===== src/design/snm_pkg.sv =====
// Shared types, constants and state encoding for the sensor min/max normalizer.
// No dependencies; snm_div and the top level import this package.
package snm_pkg;

  localparam int CHANNELS_DEF    = 8;
  localparam int SAMPLE_BITS_DEF = 12;

  localparam int CH_W     = 3;
  localparam int SAMPLE_W = 12;
  localparam int SCALE_W  = 10;
  localparam int NORM_W   = 10;

  localparam logic [SCALE_W-1:0] SCALE_RESET = SCALE_W'(100);

  typedef struct packed {
    logic [CH_W-1:0]     channel;
    logic [SAMPLE_W-1:0] sample;
  } in_item_t;

  typedef struct packed {
    logic [CH_W-1:0]     channel_out;
    logic [NORM_W-1:0]   normalized;
    logic                span_invalid;
    logic [SAMPLE_W-1:0] min_now;
    logic [SAMPLE_W-1:0] max_now;
  } out_item_t;

  typedef enum logic [2:0] {
    S_IDLE,
    S_LOOKUP,
    S_MUL,
    S_START,
    S_WAIT,
    S_DONE
  } snm_state_t;

endpackage


===== src/design/snm_ram.sv =====
// Generic single-port-write, single-port-read RAM with registered read data.
// No dependencies.
module snm_ram #(
  parameter int WIDTH = 24,
  parameter int DEPTH = 8
) (
  input  logic                                  clk,
  input  logic                                  we,
  input  logic [(DEPTH > 1 ? $clog2(DEPTH) : 1)-1:0] waddr,
  input  logic [WIDTH-1:0]                      wdata,
  input  logic                                  re,
  input  logic [(DEPTH > 1 ? $clog2(DEPTH) : 1)-1:0] raddr,
  output logic [WIDTH-1:0]                      rdata
);

  logic [WIDTH-1:0] mem [DEPTH];

  always_ff @(posedge clk) begin
    if (we) begin
      mem[waddr] <= wdata;
    end
    if (re) begin
      rdata <= mem[raddr];
    end
  end

endmodule


===== src/design/snm_div.sv =====
// Restoring radix-2 divider that produces one quotient bit per cycle.
// Depends on snm_pkg for the quotient width.
module snm_div import snm_pkg::*; #(
  parameter int SAMPLE_BITS = SAMPLE_BITS_DEF
) (
  input  logic                            clk,
  input  logic                            rst,
  input  logic                            start,
  input  logic [SAMPLE_BITS+NORM_W-1:0]   dividend,
  input  logic [SAMPLE_BITS-1:0]          divisor,
  output logic                            done,
  output logic [NORM_W-1:0]               quotient
);

  localparam int SB = SAMPLE_BITS;
  localparam int DW = SAMPLE_BITS + NORM_W;
  localparam int CW = $clog2(NORM_W + 1);

  logic            busy;
  logic [CW-1:0]   count;
  logic [SB-1:0]   rem;
  logic [SB-1:0]   dvs;
  logic [NORM_W-1:0] low;
  logic [SB:0]     trial;
  logic [SB:0]     trial_sub;
  logic            fits;

  always_comb begin
    trial     = {rem, low[NORM_W-1]};
    fits      = trial >= {1'b0, dvs};
    trial_sub = trial - {1'b0, dvs};
  end

  always_ff @(posedge clk) begin
    if (rst) begin
      busy  <= 1'b0;
      done  <= 1'b0;
      count <= '0;
    end else begin
      done <= 1'b0;
      if (start) begin
        busy  <= 1'b1;
        count <= CW'(NORM_W);
      end else if (busy) begin
        count <= count - CW'(1);
        if (count == CW'(1)) begin
          busy <= 1'b0;
          done <= 1'b1;
        end
      end
    end
  end

  always_ff @(posedge clk) begin
    if (start) begin
      rem <= dividend[DW-1:NORM_W];
      low <= dividend[NORM_W-1:0];
      dvs <= divisor;
    end else if (busy) begin
      rem      <= fits ? trial_sub[SB-1:0] : trial[SB-1:0];
      low      <= {low[NORM_W-2:0], 1'b0};
      quotient <= {quotient[NORM_W-2:0], fits};
    end
  end

`ifndef SYNTHESIS
  a_start_idle: assert property (@(posedge clk) disable iff (rst) start |-> !busy)
    else $error("Divider started while busy.");
  a_rem_below: assert property (@(posedge clk) disable iff (rst) busy |-> rem < dvs)
    else $error("Partial remainder reached the divisor.");
  a_done_end: assert property (@(posedge clk) disable iff (rst) done |-> !busy && $past(busy))
    else $error("Divider finished without a running division.");
`endif

endmodule


===== src/design/sensor_min_max_normalizer.sv =====
// Top level of the per-channel min/max normalizer.
// Depends on snm_pkg, snm_ram and snm_div.
//
// Usage: each input beat on in_data carries a channel number and a raw sample.
// The block updates that channel's running minimum and maximum, then returns
// one output beat with (sample - min) * scale / (max - min), truncated, along
// with the updated min and max. When the span is zero or negative, or the
// channel is beyond the configured channel count, normalized is 0 and
// span_invalid is set.
// The user must write the scale register through cfg_we and cfg_data only
// while idle; the block itself does not enforce this. An accepted beat goes
// to the lookup state; with a valid span it then passes the multiply, divider
// start and wait states, where the ten-step restoring divider runs, before
// the done state; otherwise it goes straight to done. The block takes one
// beat at a time and takes no new beat until done has handed its result on.
// A finished result sits in the output register, so a new beat is accepted
// while the receiver stalls; a second result waits until that register frees.
// Synchronous reset sets scale to 100, every minimum to full scale and every
// maximum to zero, through per-channel valid bits, with no clearing pass.
module sensor_min_max_normalizer import snm_pkg::*; #(
  parameter int CHANNELS    = CHANNELS_DEF,
  parameter int SAMPLE_BITS = SAMPLE_BITS_DEF
) (
  input  logic               clk,
  input  logic               rst,
  input  logic               in_valid,
  output logic               in_ready,
  input  in_item_t           in_data,
  output logic               out_valid,
  input  logic               out_ready,
  output out_item_t          out_data,
  input  logic               cfg_we,
  input  logic [SCALE_W-1:0] cfg_data
);

  localparam int SB    = SAMPLE_BITS;
  localparam int DW    = SAMPLE_BITS + NORM_W;
  localparam int CH_AW = CHANNELS > 1 ? $clog2(CHANNELS) : 1;
  localparam logic [6:0]    CH_LIM   = 7'(CHANNELS);
  localparam logic [SB-1:0] MIN_INIT = '1;

  snm_state_t state, state_next;

  logic [SCALE_W-1:0]  scale;
  logic [CHANNELS-1:0] ent_valid;
  logic                ent_hit;
  logic [CH_W-1:0]     ch;
  logic [CH_AW-1:0]    ch_idx;
  logic                ch_ok;
  logic [SB-1:0]       s;
  logic [SB-1:0]       lo;
  logic [SB-1:0]       hi;
  logic [SB-1:0]       diff;
  logic [SB-1:0]       span;
  logic                bad;
  logic [DW-1:0]       prod;

  logic                accept;
  logic                out_free;
  logic [CH_AW-1:0]    in_idx;
  logic [2*SB-1:0]     ram_rdata;
  logic [SB-1:0]       cur_min;
  logic [SB-1:0]       cur_max;
  logic [SB-1:0]       lo_new;
  logic [SB-1:0]       hi_new;
  logic                div_start;
  logic                div_done;
  logic [NORM_W-1:0]   quotient;

  assign accept   = in_valid && in_ready;
  assign out_free = !out_valid || out_ready;
  assign in_idx   = CH_AW'(in_data.channel);

  always_comb begin
    cur_min = ent_hit ? ram_rdata[2*SB-1:SB] : MIN_INIT;
    cur_max = ent_hit ? ram_rdata[SB-1:0] : '0;
    if (s < cur_min) begin
      lo_new = s;
      hi_new = cur_max;
    end else if (s > cur_max) begin
      lo_new = cur_min;
      hi_new = s;
    end else begin
      lo_new = cur_min;
      hi_new = cur_max;
    end
  end

  snm_ram #(
    .WIDTH (2 * SB),
    .DEPTH (CHANNELS)
  ) u_store (
    .clk   (clk),
    .we    (state == S_LOOKUP && ch_ok),
    .waddr (ch_idx),
    .wdata ({lo_new, hi_new}),
    .re    (accept),
    .raddr (in_idx),
    .rdata (ram_rdata)
  );

  snm_div #(
    .SAMPLE_BITS (SAMPLE_BITS)
  ) u_div (
    .clk      (clk),
    .rst      (rst),
    .start    (div_start),
    .dividend (prod),
    .divisor  (span),
    .done     (div_done),
    .quotient (quotient)
  );

  always_comb begin
    state_next = state;
    in_ready   = 1'b0;
    div_start  = 1'b0;
    unique case (state)
      S_IDLE: begin
        in_ready = 1'b1;
        if (in_valid) begin
          state_next = S_LOOKUP;
        end
      end
      S_LOOKUP: begin
        state_next = (!ch_ok || !(hi_new > lo_new)) ? S_DONE : S_MUL;
      end
      S_MUL: begin
        state_next = S_START;
      end
      S_START: begin
        div_start  = 1'b1;
        state_next = S_WAIT;
      end
      S_WAIT: begin
        if (div_done) begin
          state_next = S_DONE;
        end
      end
      S_DONE: begin
        if (out_free) begin
          state_next = S_IDLE;
        end
      end
      default: begin
        state_next = S_IDLE;
      end
    endcase
  end

  always_ff @(posedge clk) begin
    if (rst) begin
      state <= S_IDLE;
    end else begin
      state <= state_next;
    end
  end

  always_ff @(posedge clk) begin
    if (rst) begin
      scale <= SCALE_RESET;
    end else if (cfg_we) begin
      scale <= cfg_data;
    end
  end

  always_ff @(posedge clk) begin
    if (rst) begin
      ent_valid <= '0;
    end else if (state == S_LOOKUP && ch_ok) begin
      ent_valid[ch_idx] <= 1'b1;
    end
  end

  always_ff @(posedge clk) begin
    if (accept) begin
      ch      <= in_data.channel;
      ch_idx  <= in_idx;
      ch_ok   <= {4'b0, in_data.channel} < CH_LIM;
      s       <= SB'(in_data.sample);
      ent_hit <= ent_valid[in_idx];
    end
    if (state == S_LOOKUP) begin
      lo   <= lo_new;
      hi   <= hi_new;
      diff <= s - lo_new;
      span <= hi_new - lo_new;
      bad  <= !ch_ok || !(hi_new > lo_new);
    end
    if (state == S_MUL) begin
      prod <= DW'(diff) * DW'(scale);
    end
  end

  always_ff @(posedge clk) begin
    if (rst) begin
      out_valid <= 1'b0;
    end else if (state == S_DONE && out_free) begin
      out_valid <= 1'b1;
    end else if (out_ready) begin
      out_valid <= 1'b0;
    end
  end

  always_ff @(posedge clk) begin
    if (state == S_DONE && out_free) begin
      out_data.channel_out  <= ch;
      out_data.normalized   <= bad ? '0 : quotient;
      out_data.span_invalid <= bad;
      out_data.min_now      <= ch_ok ? SAMPLE_W'(lo) : '0;
      out_data.max_now      <= ch_ok ? SAMPLE_W'(hi) : '0;
    end
  end

`ifndef SYNTHESIS
  a_accept_lookup: assert property (@(posedge clk) disable iff (rst)
    accept |=> state == S_LOOKUP)
    else $error("Accepted beat did not start a store lookup.");
  a_invalid_zero: assert property (@(posedge clk) disable iff (rst)
    out_valid && out_data.span_invalid |-> out_data.normalized == '0)
    else $error("Invalid span produced a nonzero result.");
  a_valid_span: assert property (@(posedge clk) disable iff (rst)
    out_valid && !out_data.span_invalid |-> out_data.normalized <= scale)
    else $error("Normalized result exceeds scale.");
  a_div_done_wait: assert property (@(posedge clk) disable iff (rst)
    div_done |-> state == S_WAIT)
    else $error("Divider finished outside the wait state.");
`endif

endmodule


===== config.mk =====
export PLATFORM = sky130hd
export DESIGN_NAME = sensor_min_max_normalizer
export DESIGN_NICKNAME = d
export VERILOG_FILES = /design/src/design/snm_pkg.sv /design/src/design/snm_ram.sv /design/src/design/snm_div.sv /design/src/design/sensor_min_max_normalizer.sv
export SDC_FILE = /design/constraint.sdc
export NUM_CORES = 1
export LEC_CHECK = 0
export ABC_AREA = 1
export BUFFER_PORTS_ARGS = -buffer_cell sky130_fd_sc_hd__buf_2
export CORE_MARGIN = 10
export CORE_UTILIZATION = 40
export CTS_CLUSTER_SIZE = 24
export DETAILED_ROUTE_END_ITERATION = 10
export SETUP_SLACK_MARGIN = 0.4
export SYNTH_ARGS = -nofsm -noshare
export SYNTH_HDL_FRONTEND = slang
export SYNTH_HIERARCHICAL = 1
export SYNTH_SLANG_ARGS = --single-unit

===== constraint.sdc =====
create_clock -name clk -period 8.6 [get_ports clk]
set_clock_uncertainty 0.15 [all_clocks]
set_input_delay 0.86 -clock clk [delete_from_list [all_inputs] [get_ports clk]]
set_output_delay 0.86 -clock clk [all_outputs]
set_load 0.005 [all_outputs]

Word level (Yosys, flattened, before mapping)

Memories as Yosys holds them, arrays and structs flattened. A register that Yosys moved wholly into a read port is not among the register bits.
Cells that the tools add are included.

Add/sub/neg operators: 4
$mul: 1
Magnitude comparators: 7
Equal/unequal tests: 9
Muxes and demuxes: 31
Bitwise logic cells: 3
Reductions and logical operators: 13

Operators by type and width:

| kind                                                        | number |
|---|---|
| two-way mux 12 bit                                          | 8 |
| subtractor 12 bit                                           | 3 |
| greater-than comparator 12 bit                              | 2 |
| multiplier 12 x 10 -> 22 bit                                | 1 |
| two-way mux 10 bit                                          | 2 |
| case mux 3 bit (6 select lines)                             | 1 |
| >= comparator 13 x 12 -> 1 bit                              | 1 |
| less-than comparator 12 bit                                 | 1 |
| two-way mux 1 bit                                           | 12 |
| two-way mux 3 bit                                           | 4 |
| less-than comparator 3 x 4 -> 1 bit (second input constant) | 2 |
| two-way mux 4 bit                                           | 2 |
| bitwise OR 8 bit                                            | 1 |
| equality test 3 x 2 -> 1 bit (second input constant)        | 2 |
| equality test 3 bit (second input constant)                 | 2 |
| equality test 4 x 1 -> 1 bit (second input constant)        | 1 |
| inequality test 2 bit (second input constant)               | 2 |
| nonzero test 2 bit                                          | 2 |
| subtractor 4 x 1 -> 4 bit (second input constant)           | 1 |
| binary-select mux 1 bit (select 3 bit)                      | 1 |
| demux 1 bit (select 3 bit)                                  | 1 |
| equality test 3 x 1 -> 1 bit (second input constant)        | 1 |
| >= comparator 3 x 1 -> 1 bit (second input constant)        | 1 |
| logical AND 1 bit                                           | 3 |
| other kinds (9)                                             | 11 |

Bits in registers: 197
Memory bits (writable): 192
Bits of input ports: 30
Output and inout port bits: 40
Logic and storage cells: 95
Memories: 1

Memory list:

| name        | words | bits a word | rd ports | clocked after memory_dff | wr ports | RTL line      | source |
|---|---|---|---|---|---|---|---|
| u_store.mem | 8     | 24          | 1        | 1                        | 1        | snm_ram.sv:16 | `logic [WIDTH-1:0] mem [DEPTH];` |

Depth between registers and ports, before layout

Gate-level depths: netlist (run 1).

Word-level depth: 7
Depth in mapped cells: 31

Cells and area by module

The synthesis (run 1) kept the hierarchy.

By module, submodules not included:

| module                    | instances | cells each | area each (µm²) | seq. area each (µm²) |
|---|---|---|---|---|
| sensor_min_max_normalizer | 1         | 1,137      | 10,642.7        | 4,194.0 |
| snm_ram                   | 1         | 872        | 9,146.3         | 6,486.2 |
| snm_div                   | 1         | 327        | 2,869.0         | 1,441.4 |

Least setup slack after synthesis (run 1)

OpenSTA, ideal clock, no wires.

Path type: flip-flop to flip-flop
Start: reg state[0]
End: mem u_store.mem[1][0], enable pin
Library setup time: 0.405 ns
Data arrival time: 5.839 ns
Data required time: 8.045 ns
Setup slack: 2.207 ns
Stages on the path, launching flop included: 5
Buffers on the path: 0
Period minus slack after synthesis: 6.393 ns
Cells stage by stage: dfxtp_1 > inv_1 > nor3_1 > nand2_1 > nor2_1

Cells in the longest elaborated chain, start to end: 3

RTL lines:

| what                                    | RTL line                         | source |
|---|---|---|
| start, declared                         | sensor_min_max_normalizer.sv:42  | `snm_state_t state, state_next;` |
| start signal, assigned                  | sensor_min_max_normalizer.sv:155 | `state <= state_next;` |
| equality test 3 x 1 -> 1 bit            | sensor_min_max_normalizer.sv:94  | `.we (state == S_LOOKUP && ch_ok),` |
| two-way mux 1 bit                       | snm_ram.sv:19                    | `if (we) begin` |
| two-way mux 1 bit (implied by the code) | snm_ram.sv:20                    | `mem[waddr] <= wdata;` |
| end, declared                           | snm_ram.sv:16                    |  |

No other way between the ends.

Final worst setup path (run 1)

Start: reg scale[3]
End: reg prod[21] (data pin)

Cells in the longest elaborated chain, start to end: 1

RTL lines:

| what                         | RTL line                         | source |
|---|---|---|
| start, declared              | sensor_min_max_normalizer.sv:44  | `logic [SCALE_W-1:0] scale;` |
| start signal, assigned       | sensor_min_max_normalizer.sv:163 | `scale <= cfg_data;` |
| multiplier 12 x 10 -> 22 bit | sensor_min_max_normalizer.sv:191 | `prod <= DW'(diff) * DW'(scale);` |
| end signal, assigned         | sensor_min_max_normalizer.sv:191 |  |
| end, declared                | sensor_min_max_normalizer.sv:56  | `logic [DW-1:0] prod;` |

No other way between the ends.
A chain may end at the register's enable or synchronous reset.

==> flow_metrics.tcl, run 1 <==
set metrics [dict create \
    status "completed" \
    synthCells 2336 \
    root_buffer "clkbuf_16" \
    num_rows 87 \
    critPathMaxFanout 13 \
    critPathKind "flip-flop to flip-flop" \
    syn_nets 2563 \
    synth_cell_type_count 43 \
    period_share_pct 68.23 \
    ctsHoldBuffers 0 \
    route.detailed.drc 0 \
    clkTransAtPathRegs_ns 0.06 \
    viasPerCell 4.783 \
    ctsResizeCount 0 \
    setup_viol 0 \
    yosysMostFrequentCell "nand2_1" \
    fp.coreArea_um2 56280 \
    antenna_found_initial 0 \
    synth_edf_count 385 \
    grt.total_usage_pct 15.72 \
    ys_top_cells_by_count "nand2_1, inv_1, edfxtp_1" \
    synthTopCellsByArea "edfxtp_1, nand2_1, inv_1" \
    clk_path_buf_depth 3 \
    yosysSeqAreaShare_pct 53.50 \
    rsz0062_at_grt "no" \
    tns_ns 0 \
    end_kind "flip-flop" \
    die-area_um2 66560 \
    slowest_delay_ns 0.62 \
    final_max_slew_viol_count 0 \
    ys_async_sr_fraction_pct 0 \
    finalHoldViolCount 0 \
    clock_sinks 413 \
    ys_ff_latch 413 \
    drv_cap 0 \
    drt_first_pass_iters 6 \
    path_cells "nand2_1 -> fa_1 -> inv_1 -> fa_1 -> inv_1 -> fa_1 -> inv_1 -> fa_1 -> inv_1 -> fa_1 -> inv_1 -> ha_1 -> a21oi_1 -> o21a_1 -> nand2_1 -> a21boi_1 -> o21ai_1 -> a21boi_1 -> o21ai_1 -> a21boi_1 -> o21ai_1 -> xor2_1" \
    worst_pin_slew_ns 1.229 \
    die_y_um 258 \
    syn_to_final_growth_pct 11.93 \
    grt_overflow_total 0 \
    synth_area_per_cell_um2 9.699 \
    finalWeightedCongestion 0.8851 \
    post-cts-setup-buffer-count 0 \
    yosysWarnings 6 \
    min_path_type "flip-flop to flip-flop" \
    slew_headroom_pct 17.21 \
    wl_mm 52.91 \
    hpwlAfterDp_mm 35.63 \
    cts_tree "yes" \
    fin_crit_ns 5.868 \
    final_antenna_net_count 0 \
    synth_top_area_share_pct 51.02 \
    syn_area_um2 22660 \
    start_util_pct 40.26 \
    cts-buffers-inserted 45 \
    cp.required_ns 8.78 \
    drive_gt1_share_pct 8.931 \
    fmax_ghz 0.1704 \
    via_count 15290 \
    n_antenna_cell 0 \
    first_global_vias 15150 \
    start_kind "flip-flop" \
    synth_largest_area_cell "edfxtp_1" \
    cts.htree.levels 2 \
    grt_pass1_wl_mm 82.65 \
    clkLatencyLatePin_ns 0.60 \
    drtIter0Drc 1183 \
    wire_per_inst_um 16.55 \
    grt_max_degree 58 \
    critPathSlowestCell "dfxtp_1" \
    nets 2632 \
    port_buffers 69 \
    arrival_ns 6.05 \
    cp_num_buf_inv 5 \
    critPathTopFamily "adder cells" \
    ys.flop_type "edfxtp_1" \
    dieWidth_um 258 \
    ios 70 \
]
## cells by family after synthesis
| group | synth area share [%] |
|---|---|
| AO/OA/AOI/OAI | 3.611 |
| XOR/XNOR | 1.739 |
| AND/OR/NAND/NOR | 17.62 |
| buffers and inverters | 9.967 |
| flip-flops | 53.50 |
| adder cells (fa/ha/maj) | 13.56 |
## layout make-up
class	count	area, um2
clock buffer	52	1152
clock inverter	31	380.4
timing repair buffer	97	555.5
multi-input combinational	1347	8325
inverter	501	1881
sequential	413	12120
fill	5327	30920
tap	756	945.9
## routing by layer
layer / wire (um) / GRT usage [%]
met1: 22040 / 19.04
met2: 26470 / 27.58
met3: 2403 / 2.311
met4: 1992 / 6.649
met5: 0 / 0
## placed cells by master (no fill, tap or decap), drive strengths merged
cell type / netlist / final
nand2: 665 / 665
inv: 500 / 500
edfxtp: 385 / 385
nand3: 147 / 147
ha: 116 / 116
nor2: 115 / 115
buf: 38 / 97
fa: 81 / 81
a21oi: 79 / 79
clkbuf: 37 / 52
o21ai: 50 / 50
xor2: 28 / 28
dfxtp: 28 / 28
clkinv: 1 / 22
xnor2: 17 / 17
nand4: 13 / 13
nor3: 11 / 11
bufinv: 0 / 7
a21o: 3 / 3
a21boi: 3 / 3
o21bai: 3 / 3
a31oi: 3 / 3
o211ai: 3 / 3
clkinvlp: 0 / 3
o21a: 2 / 2
a211oi: 2 / 2
o31ai: 2 / 2
nor4: 2 / 2
nor3b: 1 / 1
nand3b: 1 / 1
## registers in the layout (all words and copies together) (netlist names), 12 cells and up
name / cells
u_store/mem: 192
out_data: 38
u_store/rdata: 24
prod: 22
diff: 12
hi: 12
lo: 12
s: 12
span: 12
u_div/dvs: 12
u_div/rem: 12
## per-stage QoR
| step | cells | setup WS [ns] | instance area (um2) | utilization, % | hold slack, ns |
|---|---|---|---|---|---|
| after global placement | 3114 | 2.794 | 23830 | 42.34 | 0.2537 |
| after global routing | 3197 | 2.198 | 25360 | 45.07 | 0.2749 |
| final | 3197 | 2.732 | 25360 | 45.07 | 0.2672 |
| after detailed placement | 3114 | 2.763 | 23830 | 42.34 | 0.2545 |
| after floorplan | 2336 | 2.207 | 22660 | - | 0.2503 |
| after CTS | 3197 | 2.748 | 25360 | 45.07 | 0.2637 |
## worst reg2reg max path: stages (launching register included)
cell and delay (ns):
dfxtp_1 0.62, nand2_1 0.15, fa_1 0.55, inv_1 0.05
fa_1 0.49, inv_1 0.05, fa_1 0.47, inv_1 0.05
fa_1 0.53, inv_1 0.06, fa_1 0.52, inv_1 0.04
ha_1 0.35, a21oi_1 0.15, o21a_1 0.14, nand2_1 0.07
a21boi_1 0.21, o21ai_1 0.14, a21boi_1 0.23, o21ai_1 0.13
a21boi_1 0.21, o21ai_1 0.10, xor2_1 0.14
## path summary, 6_finish.rpt
path | from | end | slack, ns | cells past startpoint
worst max-delay path | scale[3] | prod[21] | 2.73 | 22
worst min-delay path | span[3] | u_div/dvs[3] | 0.27 | 0
worst max register to register | scale[3] | prod[21] | 2.73 | 22
worst min register to register | span[3] | u_div/dvs[3] | 0.27 | 0
Power of run 1 is not shown: default switching activity piles up to over one toggle a cycle in this logic, so the estimate is an artifact.
==> inputs of run 2 (changes only) <==
- clock period: 8.6 -> 4.76 ns (I/O delays scaled with it)
==> run 2 against run 1 <==
The flow now finishes with violations (negative setup slack). Setup slack got worse by 3.1 ns. Die area unchanged. Final cell count grew 5.4%. Design area grew 8.4%. Register-to-register slack lost 3.1 ns. Worst hold slack got worse by 0.21 ns. First-iteration DRC count shrank 14%. Flip-flop and latch count unchanged. Sequential share of layout area is 3.7 points lower. Utilization increased by 3.8 points. Count of clock-buffer cells in the layout increased by 3. Non-clock buffer count rose by 167. Largest cell class unchanged.
==> flow_metrics.tcl, run 2 (synthesized netlist as in run 1, its figures left out) <==
set metrics [dict create \
    path_cells "buf_6 -> nand2_4 -> fa_1 -> inv_1 -> fa_1 -> inv_2 -> fa_1 -> inv_1 -> fa_1 -> inv_2 -> fa_1 -> inv_2 -> ha_4 -> a21oi_2 -> o21a_1 -> nand2_2 -> a21boi_2 -> o21ai_2 -> a21boi_2 -> o21ai_2 -> a21boi_2 -> o21ai_1 -> xor2_1" \
    min_path_type "input port to flip-flop" \
    regMostFlops "u_store/mem" \
    first_global_vias 15970 \
    drt_first_pass_iters 5 \
    n_antenna_cell 0 \
    finalHoldViolCount 0 \
    setup_viol 8 \
    fin_crit_ns 5.084 \
    grt_max_degree 63 \
    die-area_um2 66560 \
    final_cell_mix "nand2_1, inv_1, edfxtp_1" \
    placed_area_um2 24710 \
    root_buffer "clkbuf_16" \
    worst_pin_slew_ns 1.160 \
    cts.htree.levels 2 \
    clkTransAtPathRegs_ns 0.06 \
    route.detailed.drc 0 \
    finalCoreUtilization_pct 48.83 \
    slew_headroom_pct 22.56 \
    final_antenna_net_count 0 \
    wire_per_inst_um 15.82 \
    antenna_found_initial 0 \
    numPlacedInstances 3213 \
    layout_setup_ws_ns -0.3236 \
    ios 70 \
    critPathMaxFanout 3 \
    clock_sinks 413 \
    dieWidth_um 258 \
    fill_cells 5074 \
    grt.total_usage_pct 15.83 \
    finalWeightedCongestion 0.8732 \
    fp.coreArea_um2 56280 \
    final_common_cell "nand2_1" \
    cts_tree "yes" \
    die_y_um 258 \
    via_count 15970 \
    arrival_ns 5.28 \
    num_rows 87 \
    final_max_slew_viol_count 0 \
    viasPerCell 4.736 \
    clk_path_buf_depth 3 \
    worst_path_most_repeated_cell "fa_1" \
    rsz0062_at_grt "yes" \
    hpwlAfterDp_mm 36.21 \
    grt_pass1_wl_mm 84.15 \
    drive_gt1_share_pct 19.04 \
    critPathSlowestCell "fa_1" \
    start_kind "flip-flop" \
    dp_worst_setup_slack_ns -0.4886 \
    clkLatencyLatePin_ns 0.60 \
    failed_checks "negative setup slack" \
    final_area_um2 27480 \
    critPathKind "flip-flop to flip-flop" \
    start_util_pct 40.26 \
    cp.required_ns 4.96 \
    drv_cap 0 \
    wl_mm 53.32 \
    slowest_delay_ns 0.53 \
    period_share_pct 106.8 \
    end_kind "flip-flop" \
    largest_reg_flops 192 \
    nets 2804 \
    grt_overflow_total 0 \
    drtIter0Drc 1013 \
    final_cells 3371 \
    cts-buffers-inserted 46 \
    reg_top3 "u_store/mem x192, out_data x38, u_store/rdata x24" \
    fmax_ghz 0.1967 \
    syn_to_final_growth_pct 21.29 \
    port_buffers 69 \
    status "complete, but fails checks" \
]
## run 2: cell count changes in the layout (fill, tap and decap cells not counted), sizes merged, moves of 3 or more
cell,delta
buf,+144
bufinv,-3
clkbuf,+4
dlygate4sd3,+22
inv,+3
nand2,+3
## run 2: metrics by stage
stage | hold WS (ns) | setup TNS (ns)
floorplan | 0.2503 | -0.7991
global placement | 0.2546 | -2.200
detailed placement | 0.2545 | -2.660
CTS | 0.02124 | -1.637
global route | 0.08841 | -3.588
finish | 0.05422 | -1.561
## run 2: per-layer routing
layer	share of wire, %	GRT usage [%]	vias to the layer above	routed length [um]
li1	-	-	7860	-
met1	42	19.10	7679	22530
met2	51	28.52	336	27140
met3	4.1	2.175	91	2193
met4	2.7	5.440	0	1455
met5	0	0	-	0
## run 2: timing repair
| item | in CTS | in global routing |
|---|---|---|
| setup endpoints to repair | 30 | 28 |
| gates resized for setup | 60 | 97 |
| pin swaps | 58 | 45 |
| hold endpoints to repair | 22 | 0 |
| hold buffers | 22 | 0 |
| gates cloned | 2 | 3 |
| setup buffers | 18 | 27 |
## run 2: final timing paths
kind,start,to,slack [ns],cells after the start
setup / recovery,diff[5],prod[21],-0.32,23
hold / removal,out_ready,out_valid,0.05,4
setup reg to reg,diff[5],prod[21],-0.32,23
hold reg to reg,lo[11],out_data[23],0.26,0
## run 2: area by class of cell
| cell class | instances | area, um2 | share of cell area, % |
|---|---|---|---|
| inverter | 501 | 1887 | 6.865 |
| sequential | 413 | 12130 | 44.12 |
| timing repair inverter | 1 | 7.507 | 0.02732 |
| tap | 756 | 945.9 | 3.442 |
| multi-input combinational | 1350 | 9001 | 32.75 |
| clock buffer | 55 | 1236 | 4.498 |
| timing repair buffer | 264 | 1969 | 7.166 |
| clock inverter | 31 | 309.0 | 1.125 |
## run 2: critical path: cells and delay by family, from the launching register on
family / cells / cell delay [ns]
DFF: 1 / 0.38
buffers and inverters: 6 / 0.33
adders and majority gates: 6 / 2.71
AOI/OAI and AO/OA: 8 / 1.02
xor gates and xnor gates: 1 / 0.14
and+or+nand+nor: 2 / 0.12
Power of run 2 is left out for the same reason.
==> inputs of run 3 (changes only) <==
- CORE_ASPECT_RATIO: unset -> 0.9
- SETUP_SLACK_MARGIN: 0.4 -> 0.5
==> run 3 against run 2 <==
The flow finishes with violations (design-rule violations, negative setup slack). Global-route usage shrank 0.15 points. Final cell count shrank 0.33%. Sequential share of layout area shrank 0.25 points. Non-clock buffer count shrank 5. Via count grew 0.56%. Routed wire length grew 1.7%. Worst hold slack lost 0.0063 ns. Flip-flop and latch count is the same. Critical endpoint is now prod[19].
==> flow_metrics.tcl, run 3 (synthesized netlist as in run 1, its figures left out) <==
set metrics [dict create \
    start_util_pct 40.52 \
    cts_tree "yes" \
    n_antenna_cell 0 \
    cp-startpoint "diff[5]" \
    die_y_um 245.8 \
    worst_pin_slew_ns 1.163 \
    clk_path_buf_depth 3 \
    start_kind "flip-flop" \
    drt_first_pass_iters 8 \
    setup_viol 8 \
    rsz0062_at_grt "yes" \
    syn_to_final_growth_pct 22.04 \
    clkLatencyLatePin_ns 0.59 \
    final_antenna_net_count 0 \
    period_share_pct 106.2 \
    wl_mm 54.20 \
    fp.coreArea_um2 55920 \
    slew_headroom_pct 22.38 \
    ios 70 \
    clkTransAtPathRegs_ns 0.06 \
    slowest_delay_ns 0.50 \
    final_max_slew_viol_count 0 \
    cts.htree.levels 2 \
    critPathSlowestCell "fa_1" \
    drtIter0Drc 1106 \
    worstHoldStart "cfg_data[3]" \
    worst_path_most_repeated_cell "fa_1" \
    grt.total_usage_pct 15.68 \
    num_rows 82 \
    fin_crit_ns 5.056 \
    fill_cells 4970 \
    drive_gt1_share_pct 20.16 \
    first_global_vias 15600 \
    die-area_um2 66580 \
    regMostFlops "u_store/mem" \
    via_count 16060 \
    grt_overflow_total 0 \
    hpwlAfterDp_mm 36.71 \
    cts-buffers-inserted 44 \
    finalWeightedCongestion 0.9223 \
    largest_reg_flops 192 \
    numPlacedInstances 3210 \
    grt_max_degree 67 \
    cp.required_ns 4.94 \
    grt_pass1_wl_mm 83.80 \
    timing.rr.start "diff[5]" \
    min_path_type "input port to flip-flop" \
    arrival_ns 5.23 \
    nets 2796 \
    viasPerCell 4.779 \
    critPathKind "flip-flop to flip-flop" \
    route.detailed.drc 1 \
    wire_per_inst_um 16.13 \
    drv_cap 0 \
    dieWidth_um 270.9 \
    final_common_cell "nand2_1" \
    layout_setup_ws_ns -0.2962 \
    root_buffer "clkbuf_16" \
    antenna_found_initial 0 \
    final_cell_mix "nand2_1, inv_1, edfxtp_1" \
    clock_sinks 413 \
    finalHoldViolCount 0 \
    critPathMaxFanout 3 \
    port_buffers 69 \
    final_cells 3360 \
    status "complete, but fails checks" \
    path_cells "buf_6 -> nand2_4 -> fa_1 -> inv_1 -> fa_1 -> inv_2 -> fa_1 -> inv_1 -> fa_1 -> inv_2 -> fa_1 -> inv_2 -> ha_4 -> nand2_2 -> nor2_1 -> nand2_1 -> nand2_2 -> a21boi_2 -> o21ai_2 -> a21boi_2 -> o21ai_2 -> a21boi_2 -> buf_4 -> xor2_2" \
    reg_top3 "u_store/mem x192, out_data x38, u_store/rdata x24" \
    fmax_ghz 0.1978 \
    failed_checks "design-rule violations, negative setup slack" \
    end_kind "flip-flop" \
]
## run 3: cell types whose count changed in the layout (fill, tap and decap cells not counted), moves of 7 or more
cell / previous run / this run
ha_1: 96 / 89
nand2_1: 630 / 621
buf_4: 151 / 139
a21oi_1: 62 / 52
a21oi_2: 13 / 23
## run 3: layout make-up
class	instances	area, um2	area share, %
inverter	501	1881	6.801
timing repair buffer	259	1992	7.203
tap	756	945.9	3.421
clock buffer	51	1137	4.113
clock inverter	30	341.6	1.235
multi-input combinational	1350	9223	33.35
sequential	413	12130	43.88
## run 3: worst max-delay path: cells and delay by family (launching register included)
family | cells | cell delay (ns)
DFF | 1 | 0.41
AOI/OAI and AO/OA | 5 | 0.55
xor gates and xnor gates | 1 | 0.13
buffers and inverters | 7 | 0.50
and+or+nand+nor | 5 | 0.37
adders and majority gates | 6 | 2.69
## run 3: final timing paths
kind                 end  slack [ns]  depth (start not counted)
max             prod[19]       -0.30                         24
max reg2reg     prod[19]       -0.30                         24
min             scale[3]        0.05                          3
min reg2reg  out_data[7]        0.27                          0
## run 3: through the flow
| stage | util (%) | setup WS (ns) | instance area [um2] | TNS, ns | hold slack (ns) |
|---|---|---|---|---|---|
| 6_report | 49.45 | -0.2962 | 27650 | -1.867 | 0.04789 |
| 5_1_grt | 49.45 | -0.4980 | 27650 | -3.507 | 0.04445 |
| 4_1_cts | 48.00 | -0.3015 | 26840 | -1.756 | 0.03798 |
| 3_5_place_dp | 44.18 | -0.4489 | 24700 | -2.712 | 0.2545 |
| 3_3_place_gp | 44.18 | -0.3892 | 24700 | -1.968 | 0.2557 |
| 2_1_floorplan | - | -0.3417 | 22910 | -0.7991 | 0.2503 |
## run 3: layer usage
metal | up-vias | global-route usage [%] | part of all wire [%] | wire, um
met5 | - | 0 | 0 | 0
met4 | 0 | 3.448 | 1.8 | 951
met3 | 71 | 2.488 | 4.8 | 2611
met2 | 368 | 27.22 | 49 | 26810
met1 | 7782 | 20.36 | 44 | 23830
li1 | 7835 | - | - | -
## run 3: what timing repair did
| item | CTS | global route |
|---|---|---|
| cloned | 1 | 4 |
| buffers inserted | 20 | 25 |
| hold buffers | 19 | 0 |
| endpoints found under the setup margin | 29 | 29 |
| pin swaps | 70 | 70 |
| gates resized for setup | 77 | 135 |
| endpoints found under the hold margin | 19 | 0 |
Power of run 3 is left out for the same reason.
